File: src/sv/act_pkg.sv
// Shared types and constants of the address claim table.
package act_pkg;

   // Fixed addresses of the claimable pool.
   localparam logic [7:0] POOL_BASE        = 8'd128;
   localparam logic [7:0] FALLBACK_ADDRESS = 8'd247;

   // Result codes.
   localparam logic [2:0] OUT_ADDED       = 3'd0;
   localparam logic [2:0] OUT_UPDATED     = 3'd1;
   localparam logic [2:0] OUT_FULL        = 3'd2;
   localparam logic [2:0] OUT_CLAIM       = 3'd3;
   localparam logic [2:0] OUT_READDRESSED = 3'd4;
   localparam logic [2:0] OUT_DELETED     = 3'd5;
   localparam logic [2:0] OUT_NOT_FOUND   = 3'd6;

   // Request modes.
   localparam logic MODE_CLAIM  = 1'b0;
   localparam logic MODE_DELETE = 1'b1;

   // Configuration register indexes.
   localparam int unsigned CSR_INDEX_W = 1;
   localparam logic [CSR_INDEX_W-1:0] CSR_OWN_NAME      = 1'b0;
   localparam logic [CSR_INDEX_W-1:0] CSR_START_ADDRESS = 1'b1;

   typedef struct packed {
      logic        mode;
      logic [7:0]  src_address;
      logic [63:0] peer_name;
   } req_type;

   typedef struct packed {
      logic [2:0] outcome;
      logic [7:0] own_address;
      logic [3:0] slot_index;
   } rsp_type;

   typedef struct packed {
      logic [63:0] name;
      logic [7:0]  address;
   } peer_entry_type;

   // Commands to the pool unit: start a free-address scan, or release an address.
   typedef struct packed {
      logic       scan;
      logic       release_en;
      logic [7:0] address;
   } pool_cmd_type;

   // Pool unit status: done pulses with the address taken (or the fallback).
   typedef struct packed {
      logic       done;
      logic [7:0] address;
   } pool_sts_type;

   typedef enum logic [3:0] {
      ST_IDLE   = 4'b0001,
      ST_SCAN   = 4'b0010,
      ST_DECIDE = 4'b0100,
      ST_POOL   = 4'b1000
   } state_type;

endpackage

File: src/sv/act_peer_mem.sv
// Peer table storage: name and address per slot, one write and one registered read port.
module act_peer_mem #(
   parameter int unsigned DEPTH = 16,
   localparam int unsigned IDX_W = (DEPTH > 1) ? $clog2(DEPTH) : 1
) (
   input  logic                    clock,
   input  logic                    wr_en,
   input  logic [IDX_W-1:0]        wr_idx,
   input  act_pkg::peer_entry_type wr_entry,
   input  logic                    rd_en,
   input  logic [IDX_W-1:0]        rd_idx,
   output act_pkg::peer_entry_type rd_entry
);

   act_pkg::peer_entry_type mem [DEPTH];
   act_pkg::peer_entry_type rd_entry_ff;

   always_ff @(posedge clock) begin
      if (wr_en) begin
         mem[wr_idx] <= wr_entry;
      end
      if (rd_en) begin
         rd_entry_ff <= mem[rd_idx];
      end
   end

   assign rd_entry = rd_entry_ff;

endmodule

File: src/sv/act_pool.sv
// Address pool bitmap with a one-entry-per-cycle free search and a release port.
module act_pool #(
   parameter int unsigned POOL_SIZE = 64
) (
   input  logic                  clock,
   input  logic                  reset,
   input  act_pkg::pool_cmd_type pool_cmd,
   output act_pkg::pool_sts_type pool_sts
);

   localparam int unsigned PW = (POOL_SIZE > 1) ? $clog2(POOL_SIZE) : 1;

   logic [POOL_SIZE-1:0] taken_ff, taken_in;
   logic                 scan_ff, scan_in;
   logic [PW-1:0]        ptr_ff, ptr_in;
   logic                 done_ff, done_in;
   logic [7:0]           addr_ff, addr_in;
   logic [6:0]           rel_off;
   logic                 rel_hit;

   always_comb begin
      taken_in = taken_ff;
      scan_in  = scan_ff;
      ptr_in   = ptr_ff;
      done_in  = 1'b0;
      addr_in  = addr_ff;

      // Release only addresses inside the pool range.
      rel_off = pool_cmd.address[6:0];
      rel_hit = pool_cmd.address[7] && ({1'b0, rel_off} < 8'(POOL_SIZE));
      if (pool_cmd.release_en && rel_hit) begin
         taken_in[rel_off[PW-1:0]] = 1'b0;
      end

      if (pool_cmd.scan) begin
         scan_in = 1'b1;
         ptr_in  = '0;
      end else if (scan_ff) begin
         priority if (!taken_ff[ptr_ff]) begin
            taken_in[ptr_ff] = 1'b1;
            done_in          = 1'b1;
            addr_in          = act_pkg::POOL_BASE + 8'(ptr_ff);
            scan_in          = 1'b0;
         end else if (ptr_ff == PW'(POOL_SIZE - 1)) begin
            done_in = 1'b1;
            addr_in = act_pkg::FALLBACK_ADDRESS;
            scan_in = 1'b0;
         end else begin
            ptr_in = ptr_ff + 1'b1;
         end
      end
   end

   always_ff @(posedge clock) begin
      if (reset) begin
         taken_ff <= '0;
         scan_ff  <= 1'b0;
         done_ff  <= 1'b0;
      end else begin
         taken_ff <= taken_in;
         scan_ff  <= scan_in;
         done_ff  <= done_in;
      end
      ptr_ff  <= ptr_in;
      addr_ff <= addr_in;
   end

   assign pool_sts.done    = done_ff;
   assign pool_sts.address = addr_ff;

endmodule

File: src/sv/address_claim_table.sv
// Top level of the address claim table: sequencer, peer table and address pool.
//
// One item (a received address claim or a delete by name) is taken when start
// is high and busy is low; busy then stays high until the single result
// appears on rsp_data for one cycle with rsp_valid. The receiver cannot stall:
// the result must be captured in that cycle. A name search walks the peer table
// one slot per cycle through one shared 64-bit name comparator: a read of every
// slot, a last compare and a decide step. Busy drops in the same cycle as the
// result strobe rises, so a new item can be taken from the cycle in which the
// result appears. When our own address is claimed by a peer with a name not
// larger than ours, the pool unit then searches the POOL_SIZE addresses one per
// cycle for a free one before the result is given.
// Configuration writes on the csr_ channel are always ready and are meant to
// come while the block is idle; writing start_address also loads the own
// address. The table and pool come out of reset empty with no clearing pass.
module address_claim_table #(
   parameter int unsigned TABLE_ENTRIES = 16,
   parameter int unsigned POOL_SIZE     = 64
) (
   input  logic                                clock,
   input  logic                                reset,
   // Request channel
   input  logic                                start,
   output logic                                busy,
   input  act_pkg::req_type                    req_data,
   // Result channel
   output logic                                rsp_valid,
   output act_pkg::rsp_type                    rsp_data,
   // Configuration channel
   input  logic                                csr_valid,
   output logic                                csr_ready,
   input  logic [act_pkg::CSR_INDEX_W-1:0]     csr_index,
   input  logic [63:0]                         csr_data
);

   localparam int unsigned IDX_W = (TABLE_ENTRIES > 1) ? $clog2(TABLE_ENTRIES) : 1;
   localparam int unsigned CNT_W = $clog2(TABLE_ENTRIES + 1);
   localparam logic [CNT_W-1:0] SCAN_END = CNT_W'(TABLE_ENTRIES);

   act_pkg::state_type state_ff, state_in;

   // Item and configuration state
   act_pkg::req_type   req_ff, req_in;
   logic [63:0]        own_name_ff, own_name_in;
   logic [7:0]         cur_addr_ff, cur_addr_in;
   logic [TABLE_ENTRIES-1:0] used_ff, used_in;

   // Scan bookkeeping
   logic [CNT_W-1:0]   ctr_ff, ctr_in;
   logic               cmp_vld_ff, cmp_vld_in;
   logic [IDX_W-1:0]   cmp_idx_ff, cmp_idx_in;
   logic               hit_ff, hit_in;
   logic [IDX_W-1:0]   hit_idx_ff, hit_idx_in;
   logic [7:0]         hit_addr_ff, hit_addr_in;
   logic               free_ff, free_in;
   logic [IDX_W-1:0]   free_idx_ff, free_idx_in;
   logic [3:0]         slot_ff, slot_in;

   // Result register
   logic               rsp_valid_ff, rsp_valid_in;
   act_pkg::rsp_type   rsp_ff, rsp_in;

   // Table memory and pool unit hookup
   logic                    mem_wr_en;
   logic [IDX_W-1:0]        mem_wr_idx;
   act_pkg::peer_entry_type mem_wr_entry;
   logic                    mem_rd_en;
   logic [IDX_W-1:0]        mem_rd_idx;
   act_pkg::peer_entry_type mem_rd_entry;
   act_pkg::pool_cmd_type   pool_cmd;
   act_pkg::pool_sts_type   pool_sts;

   logic [IDX_W-1:0]   scan_idx;
   logic [3:0]         hit_slot;

   act_peer_mem #(
      .DEPTH(TABLE_ENTRIES)
   ) u_mem (
      .clock    (clock),
      .wr_en    (mem_wr_en),
      .wr_idx   (mem_wr_idx),
      .wr_entry (mem_wr_entry),
      .rd_en    (mem_rd_en),
      .rd_idx   (mem_rd_idx),
      .rd_entry (mem_rd_entry)
   );

   act_pool #(
      .POOL_SIZE(POOL_SIZE)
   ) u_pool (
      .clock    (clock),
      .reset    (reset),
      .pool_cmd (pool_cmd),
      .pool_sts (pool_sts)
   );

   assign scan_idx = ctr_ff[IDX_W-1:0];
   assign hit_slot = hit_ff ? 4'(hit_idx_ff) : 4'd0;

   always_comb begin
      state_in     = state_ff;
      req_in       = req_ff;
      own_name_in  = own_name_ff;
      cur_addr_in  = cur_addr_ff;
      used_in      = used_ff;
      ctr_in       = ctr_ff;
      cmp_vld_in   = 1'b0;
      cmp_idx_in   = cmp_idx_ff;
      hit_in       = hit_ff;
      hit_idx_in   = hit_idx_ff;
      hit_addr_in  = hit_addr_ff;
      free_in      = free_ff;
      free_idx_in  = free_idx_ff;
      slot_in      = slot_ff;
      rsp_valid_in = 1'b0;
      rsp_in       = rsp_ff;

      mem_wr_en            = 1'b0;
      mem_wr_idx           = hit_idx_ff;
      mem_wr_entry.name    = req_ff.peer_name;
      mem_wr_entry.address = req_ff.src_address;
      mem_rd_en            = 1'b0;
      mem_rd_idx           = scan_idx;
      pool_cmd             = '0;
      pool_cmd.address     = hit_addr_ff;

      // Register writes; start_address reloads the own address.
      if (csr_valid) begin
         unique case (csr_index)
            act_pkg::CSR_OWN_NAME:      own_name_in = csr_data;
            act_pkg::CSR_START_ADDRESS: cur_addr_in = csr_data[7:0];
            default:                    own_name_in = own_name_ff;
         endcase
      end

      unique case (state_ff)
         act_pkg::ST_IDLE: begin
            if (start) begin
               req_in   = req_data;
               ctr_in   = '0;
               hit_in   = 1'b0;
               free_in  = 1'b0;
               state_in = act_pkg::ST_SCAN;
            end
         end

         act_pkg::ST_SCAN: begin
            // Issue one slot read per cycle; note the first idle slot on the way.
            if (ctr_ff != SCAN_END) begin
               mem_rd_en  = 1'b1;
               cmp_vld_in = 1'b1;
               cmp_idx_in = scan_idx;
               ctr_in     = ctr_ff + 1'b1;
               if (!used_ff[scan_idx] && !free_ff) begin
                  free_in     = 1'b1;
                  free_idx_in = scan_idx;
               end
            end
            // Compare the slot read last cycle; the lowest match wins.
            if (cmp_vld_ff && used_ff[cmp_idx_ff] && !hit_ff &&
                mem_rd_entry.name == req_ff.peer_name) begin
               hit_in      = 1'b1;
               hit_idx_in  = cmp_idx_ff;
               hit_addr_in = mem_rd_entry.address;
            end
            if (ctr_ff == SCAN_END && cmp_vld_ff) begin
               state_in = act_pkg::ST_DECIDE;
            end
         end

         act_pkg::ST_DECIDE: begin
            rsp_in.own_address = cur_addr_ff;
            rsp_in.slot_index  = hit_slot;
            if (req_ff.mode == act_pkg::MODE_CLAIM) begin
               // A known peer always gets its new address.
               if (hit_ff) begin
                  mem_wr_en = 1'b1;
               end
               priority if (req_ff.src_address == cur_addr_ff) begin
                  if (req_ff.peer_name > own_name_ff) begin
                     rsp_in.outcome = act_pkg::OUT_CLAIM;
                     rsp_valid_in   = 1'b1;
                     state_in       = act_pkg::ST_IDLE;
                  end else begin
                     // Lost arbitration: move to a pool address.
                     pool_cmd.scan = 1'b1;
                     slot_in       = hit_slot;
                     state_in      = act_pkg::ST_POOL;
                  end
               end else if (hit_ff) begin
                  rsp_in.outcome = act_pkg::OUT_UPDATED;
                  rsp_valid_in   = 1'b1;
                  state_in       = act_pkg::ST_IDLE;
               end else if (free_ff) begin
                  mem_wr_en              = 1'b1;
                  mem_wr_idx             = free_idx_ff;
                  used_in[free_idx_ff]   = 1'b1;
                  rsp_in.outcome         = act_pkg::OUT_ADDED;
                  rsp_in.slot_index      = 4'(free_idx_ff);
                  rsp_valid_in           = 1'b1;
                  state_in               = act_pkg::ST_IDLE;
               end else begin
                  rsp_in.outcome = act_pkg::OUT_FULL;
                  rsp_valid_in   = 1'b1;
                  state_in       = act_pkg::ST_IDLE;
               end
            end else begin
               if (hit_ff) begin
                  // Drop the peer and hand its address back to the pool.
                  used_in[hit_idx_ff] = 1'b0;
                  pool_cmd.release_en = 1'b1;
                  rsp_in.outcome      = act_pkg::OUT_DELETED;
               end else begin
                  rsp_in.outcome      = act_pkg::OUT_NOT_FOUND;
               end
               rsp_valid_in = 1'b1;
               state_in     = act_pkg::ST_IDLE;
            end
         end

         act_pkg::ST_POOL: begin
            // Hold until the pool unit reports the address taken or the fallback.
            if (pool_sts.done) begin
               cur_addr_in        = pool_sts.address;
               rsp_in.outcome     = act_pkg::OUT_READDRESSED;
               rsp_in.own_address = pool_sts.address;
               rsp_in.slot_index  = slot_ff;
               rsp_valid_in       = 1'b1;
               state_in           = act_pkg::ST_IDLE;
            end
         end

         default: begin
            state_in = act_pkg::ST_IDLE;
         end
      endcase
   end

   always_ff @(posedge clock) begin
      if (reset) begin
         state_ff     <= act_pkg::ST_IDLE;
         own_name_ff  <= '0;
         cur_addr_ff  <= act_pkg::POOL_BASE;
         used_ff      <= '0;
         ctr_ff       <= '0;
         cmp_vld_ff   <= 1'b0;
         hit_ff       <= 1'b0;
         free_ff      <= 1'b0;
         rsp_valid_ff <= 1'b0;
      end else begin
         state_ff     <= state_in;
         own_name_ff  <= own_name_in;
         cur_addr_ff  <= cur_addr_in;
         used_ff      <= used_in;
         ctr_ff       <= ctr_in;
         cmp_vld_ff   <= cmp_vld_in;
         hit_ff       <= hit_in;
         free_ff      <= free_in;
         rsp_valid_ff <= rsp_valid_in;
      end
      req_ff      <= req_in;
      cmp_idx_ff  <= cmp_idx_in;
      hit_idx_ff  <= hit_idx_in;
      hit_addr_ff <= hit_addr_in;
      free_idx_ff <= free_idx_in;
      slot_ff     <= slot_in;
      rsp_ff      <= rsp_in;
   end

   assign busy      = (state_ff != act_pkg::ST_IDLE);
   assign csr_ready = 1'b1;
   assign rsp_valid = rsp_valid_ff;
   assign rsp_data  = rsp_ff;

endmodule

File: config.mk
export PLATFORM = sky130hd
export DESIGN_NAME = address_claim_table
export DESIGN_NICKNAME = d
export VERILOG_FILES = /design/src/sv/act_pkg.sv /design/src/sv/act_peer_mem.sv /design/src/sv/act_pool.sv /design/src/sv/address_claim_table.sv
export SDC_FILE = /design/constraint.sdc
export NUM_CORES = 2
export LEC_CHECK = 0
export BUFFER_PORTS_ARGS = -buffer_cell sky130_fd_sc_hd__buf_2
export CAP_MARGIN = 10
export CORE_UTILIZATION = 56
export CTS_CLUSTER_DIAMETER = 80
export DETAILED_ROUTE_END_ITERATION = 10
export GPL_TIMING_DRIVEN = 0
export PLACE_DENSITY = 0.79
export SLEW_MARGIN = 15
export SYNTH_ARGS = -nofsm -noshare
export SYNTH_HDL_FRONTEND = slang
export SYNTH_SLANG_ARGS = --single-unit
File: constraint.sdc
create_clock -name clock -period 4.9 [get_ports clock]
set_input_delay 0.245 -clock clock [delete_from_list [all_inputs] [get_ports clock]]
set_output_delay 0.245 -clock clock [all_outputs]
set_load 0.05 [all_outputs]
==> results.sh <==
export IMPL_pre_cts_ws_ns=0.205
export IMPL_antenna_found_initial=4
export IMPL_hold_slack_ns=0.179
export IMPL_hold_path_class="in2reg"
export IMPL_yosys_warnings=0
export IMPL_worst_ep_required_time_ns=5.52
export IMPL_area_grow_syn2layout_pct=17.5
export IMPL_detailroute_via_count=35000
export IMPL_hold_path_cell_count=2
export IMPL_starting_drt_drc_count=4774
export IMPL_critical_path_max_fanout=45
export IMPL_design_area_um2=70200
export IMPL_globalRoute_totalOverflow=0
export IMPL_firstDrtPassIters=9
export IMPL_die_width_um=329
export IMPL_cts_num_sinks=1516
export IMPL_insertedDiodeCount=0
export IMPL_maxClockFrequency_mhz=212
export IMPL_globalRouteTotalUtil_pct=32.0
export IMPL_grt_pass1_vias=35500
export IMPL_timing_worst_slew_pin_value_ns=1.31
export IMPL_criticalPathCategory="reg2reg"
export IMPL_synth_lib_cells_used_distinct=69
export IMPL_routed_wirelength_um=171000
export IMPL_clock_insertion_delay_worst_skew_ns=0.79
export IMPL_post_route_cells_drive_above_1_share_pct=23.6
export IMPL_cap_violations=0
export IMPL_dp_hpwl_um=104000
export IMPL_cpPeakStageDelay_ns=0.82
export IMPL_status="complete, but fails checks"
export IMPL_yosysSeqAreaShare_pct=73.3
export IMPL_skew_ns=0.0479
export IMPL_vdd_drop_max_mv=0.322
export IMPL_starting_utilization_of_the_core_area_pct=56.6
export IMPL_syn_num_nets=3419
export IMPL_violated_checks="DRC"
export IMPL_ctsLongestPathBuffers=3
export IMPL_synth_top_area_share_pct=67.5
export IMPL_num_io_pins=160
export IMPL_finalSetupViolations=0
export IMPL_critical_path_most_common_cell="clkbuf_1"
export IMPL_syn_instance_count=3210
export IMPL_nNetsFinal=3938
export IMPL_grt_start_max_net_pins=61
export IMPL_final_period_minus_worst_setup_slack_ns=4.71
export IMPL_maxSlewHeadroom_pct=10.3
export IMPL_die_area_um2=108000
export IMPL_timing_final_max_slew_violations=0
export IMPL_fin_util_pct=66.5
export IMPL_placeableCoreArea_um2=106000
export IMPL_setup_worst_path_end_class="flop"
export IMPL_placement_io_buffers=156
export IMPL_cp_cell_sequence="clkbuf_1 > clkbuf_1 > clkbuf_1 > inv_1 > ha_1 > nand2_1 > nor3_1 > or2_2 > inv_6 > buf_16 > nor2_1 > a21oi_1 > nor2_1"
export IMPL_cts_htree_levels=4
export IMPL_grt_setup_unrepaired="false"
export IMPL_critical_path_slowest_cell="clkbuf_1"
export IMPL_fin_ws_ns=0.191
export IMPL_synth_cell_area_um2=59800
export IMPL_count_of_flip_flops_with_a_built_in_enable_after_synthesis=1343
export IMPL_postSynth_topFlopCell="edfxtp_1"
export IMPL_avgRoutedWirePerCell_um=32.7
export IMPL_pwr_density_cell_nw_per_um2=384
export IMPL_synth_ff_latch_count=1516
export IMPL_cts_root_buffer_cell="clkbuf_16"
export IMPL_rr_worst_depth=13
export IMPL_post_dp_cell_area_um2=63900
export IMPL_grt_first_pass_wirelength_um=244000
export IMPL_worstPathArrival_ns=5.33
export IMPL_fp_row_count=119
export IMPL_finalCritPeriodShare_pct=96.1
export IMPL_synth_async_reset_ratio_pct=0
export IMPL_die_h_um=329
export IMPL_vias_per_cell=6.68
export IMPL_cts_inserted_buffers=150
export IMPL_ys_top_cells_by_area="edfxtp_1, mux4_2, dfxtp_1"
export IMPL_post_route_drc_count=10
export IMPL_crit_path_start_kind="flop"
export IMPL_gp_congestion=0.944
export IMPL_total_leakage_power_nw=22.1
export IMPL_synth_area_leader_cell="edfxtp_1"
export IMPL_syn_area_per_cell_um2=18.6
export IMPL_hold_viol=0
export IMPL_antenna_violation_net_count_after_detailed_routing=0
export IMPL_cts_tree="built"
export IMPL_cts_clk_slew_worst_paths_ns=0.06
-- cell usage in the layout (no fill, tap or decap), types with 9 or more instances in the layout --
master and n:
nand2_1 287, mux4_2 373, xnor2_1 34, dfxtp_1 173, buf_2 164, o211ai_1 36, ha_1 67, clkinv_2 20
clkbuf_1 147, clkbuf_16 150, a21oi_1 122, buf_12 41, mux2_2 17, o21ai_0 24, and3_1 12, xor2_1 36
bufinv_16 9, buf_16 21, nand3_1 56, inv_1 87, nor3_1 22, clkbuf_2 13, dlygate4sd3_1 142, nand4_1 31
buf_1 24, a21o_1 12, nor2_4 16, nor2b_1 15, nor4_1 15, o31ai_1 65, edfxtp_1 1343, clkinv_1 24
nand2b_1 14, nor2_1 55
-- through the flow --
step	std cells	total power [W]	TNS, ns
after floorplan	3210	0.0152	-550.11
after global placement	4757	0.0156	-5658.04
after detailed placement	4823	0.0156	0
after CTS	5238	0.0270	0
after global routing	5241	0.0275	0
final	5241	0.0270	0
-- path summary, 6_finish.rpt --
path / start / to / slack, ns
max: ctr_ff[1] / ctr_ff[0] / 0.19
min: req_data[57] / mem_wr_entry[65] / 0.18
max reg2reg: ctr_ff[1] / ctr_ff[0] / 0.19
min reg2reg: u_mem.rd_entry[2] / hit_addr_ff[2] / 0.42
-- critical path, delay by kind of cell, from the launching register on --
kind / cells / cell delay [ns]
AOI/OAI and AO/OA: 1 / 0.19
adders and majority gates: 1 / 0.24
buffers and inverters: 6 / 2.85
DFF: 1 / 0.43
and+or+nand+nor: 5 / 0.79
-- flip-flops by register name, summed over array words and instances, names as in the netlist, 7 cells and up --
register,cells
used_ff,16
own_name_ff,64
u_mem.rd_entry,72
u_mem.mem,1152
hit_addr_ff,8
u_pool.addr_ff,7
rsp_data,15
u_pool.taken_ff,64
mem_wr_entry,72
cur_addr_ff,8
-- area by class of cell --
cell class	instances	area (um^2)
repair buffers	367	3660
well taps	1391	1740
inverters	92	355
multi-input cells	1437	15100
flip-flops and latches	1516	43800
plain buffers	165	702
clock buffers	193	4000
clock inverters	80	878
fillers	6491	35300
-- metal layers --
| metal | share of wire [%] | wire, um | global-route usage [%] | vias to the layer above |
|---|---|---|---|---|
| met3 | 12 | 20200 | 7.50 | 515 |
| li1 | - | - | - | 14000 |
| met4 | 4.9 | 8350 | 15.0 | 6 |
| met5 | 0.025 | 42 | 0 | - |
| met1 | 35 | 60400 | 41.8 | 17700 |
| met2 | 48 | 82100 | 51.4 | 2763 |
-- synth_stat cells, types with 4 or more instances --
cell	count
edfxtp_1	1343
mux4_2	373
nand2_1	287
dfxtp_1	173
a21oi_1	122
clkbuf_1	118
inv_1	89
nor2_1	71
ha_1	67
o31ai_1	65
nand3_1	56
o211ai_1	36
xor2_1	36
xnor2_1	34
nand4_1	31
buf_1	30
o21ai_0	27
nor3_1	25
nor4_1	18
mux2_2	17
nor2b_1	15
nand2b_1	14
a21o_1	12
and3_1	12
buf_2	8
mux2i_1	8
nand3b_1	8
a221oi_1	7
a311oi_1	7
and2_1	7
buf_6	7
nor3b_1	7
or2_2	6
a2111oi_0	5
o221ai_1	5
o22ai_1	5
a211oi_1	4
a31oi_1	4
and3b_1	4
-- where the power goes --
part,switching [W],internal (W),total [W]
combinational,0.000540,0.000387,0.000927
sequential,0.000313,0.0143,0.0146
clock,0.00512,0.00634,0.0115
-- repair_timing --
action	4_1_cts	5_1_grt
hold buffers	142	0
endpoints found under the hold margin	163	0
setup endpoints to repair	0	2
resized for setup	0	3
setup buffers	0	0
-- kinds of logic (layout without fill, tap and decap cells) --
family | count (synthesis) | after routing | share of synthesized area (%)
AO/OA/AOI/OAI | 321 | 321 | 3.53
buffers and inverters | 257 | 897 | 1.73
flip-flops | 1516 | 1516 | 73.3
XOR/XNOR | 70 | 70 | 1.03
multiplexers | 398 | 398 | 14.5
other | 1 | 1 | 0.00627
AND/OR/NAND/NOR | 580 | 580 | 4.53
adder cells (fa/ha/maj) | 67 | 67 | 1.40
No activity file was read; power rests on OpenSTA's default activity.
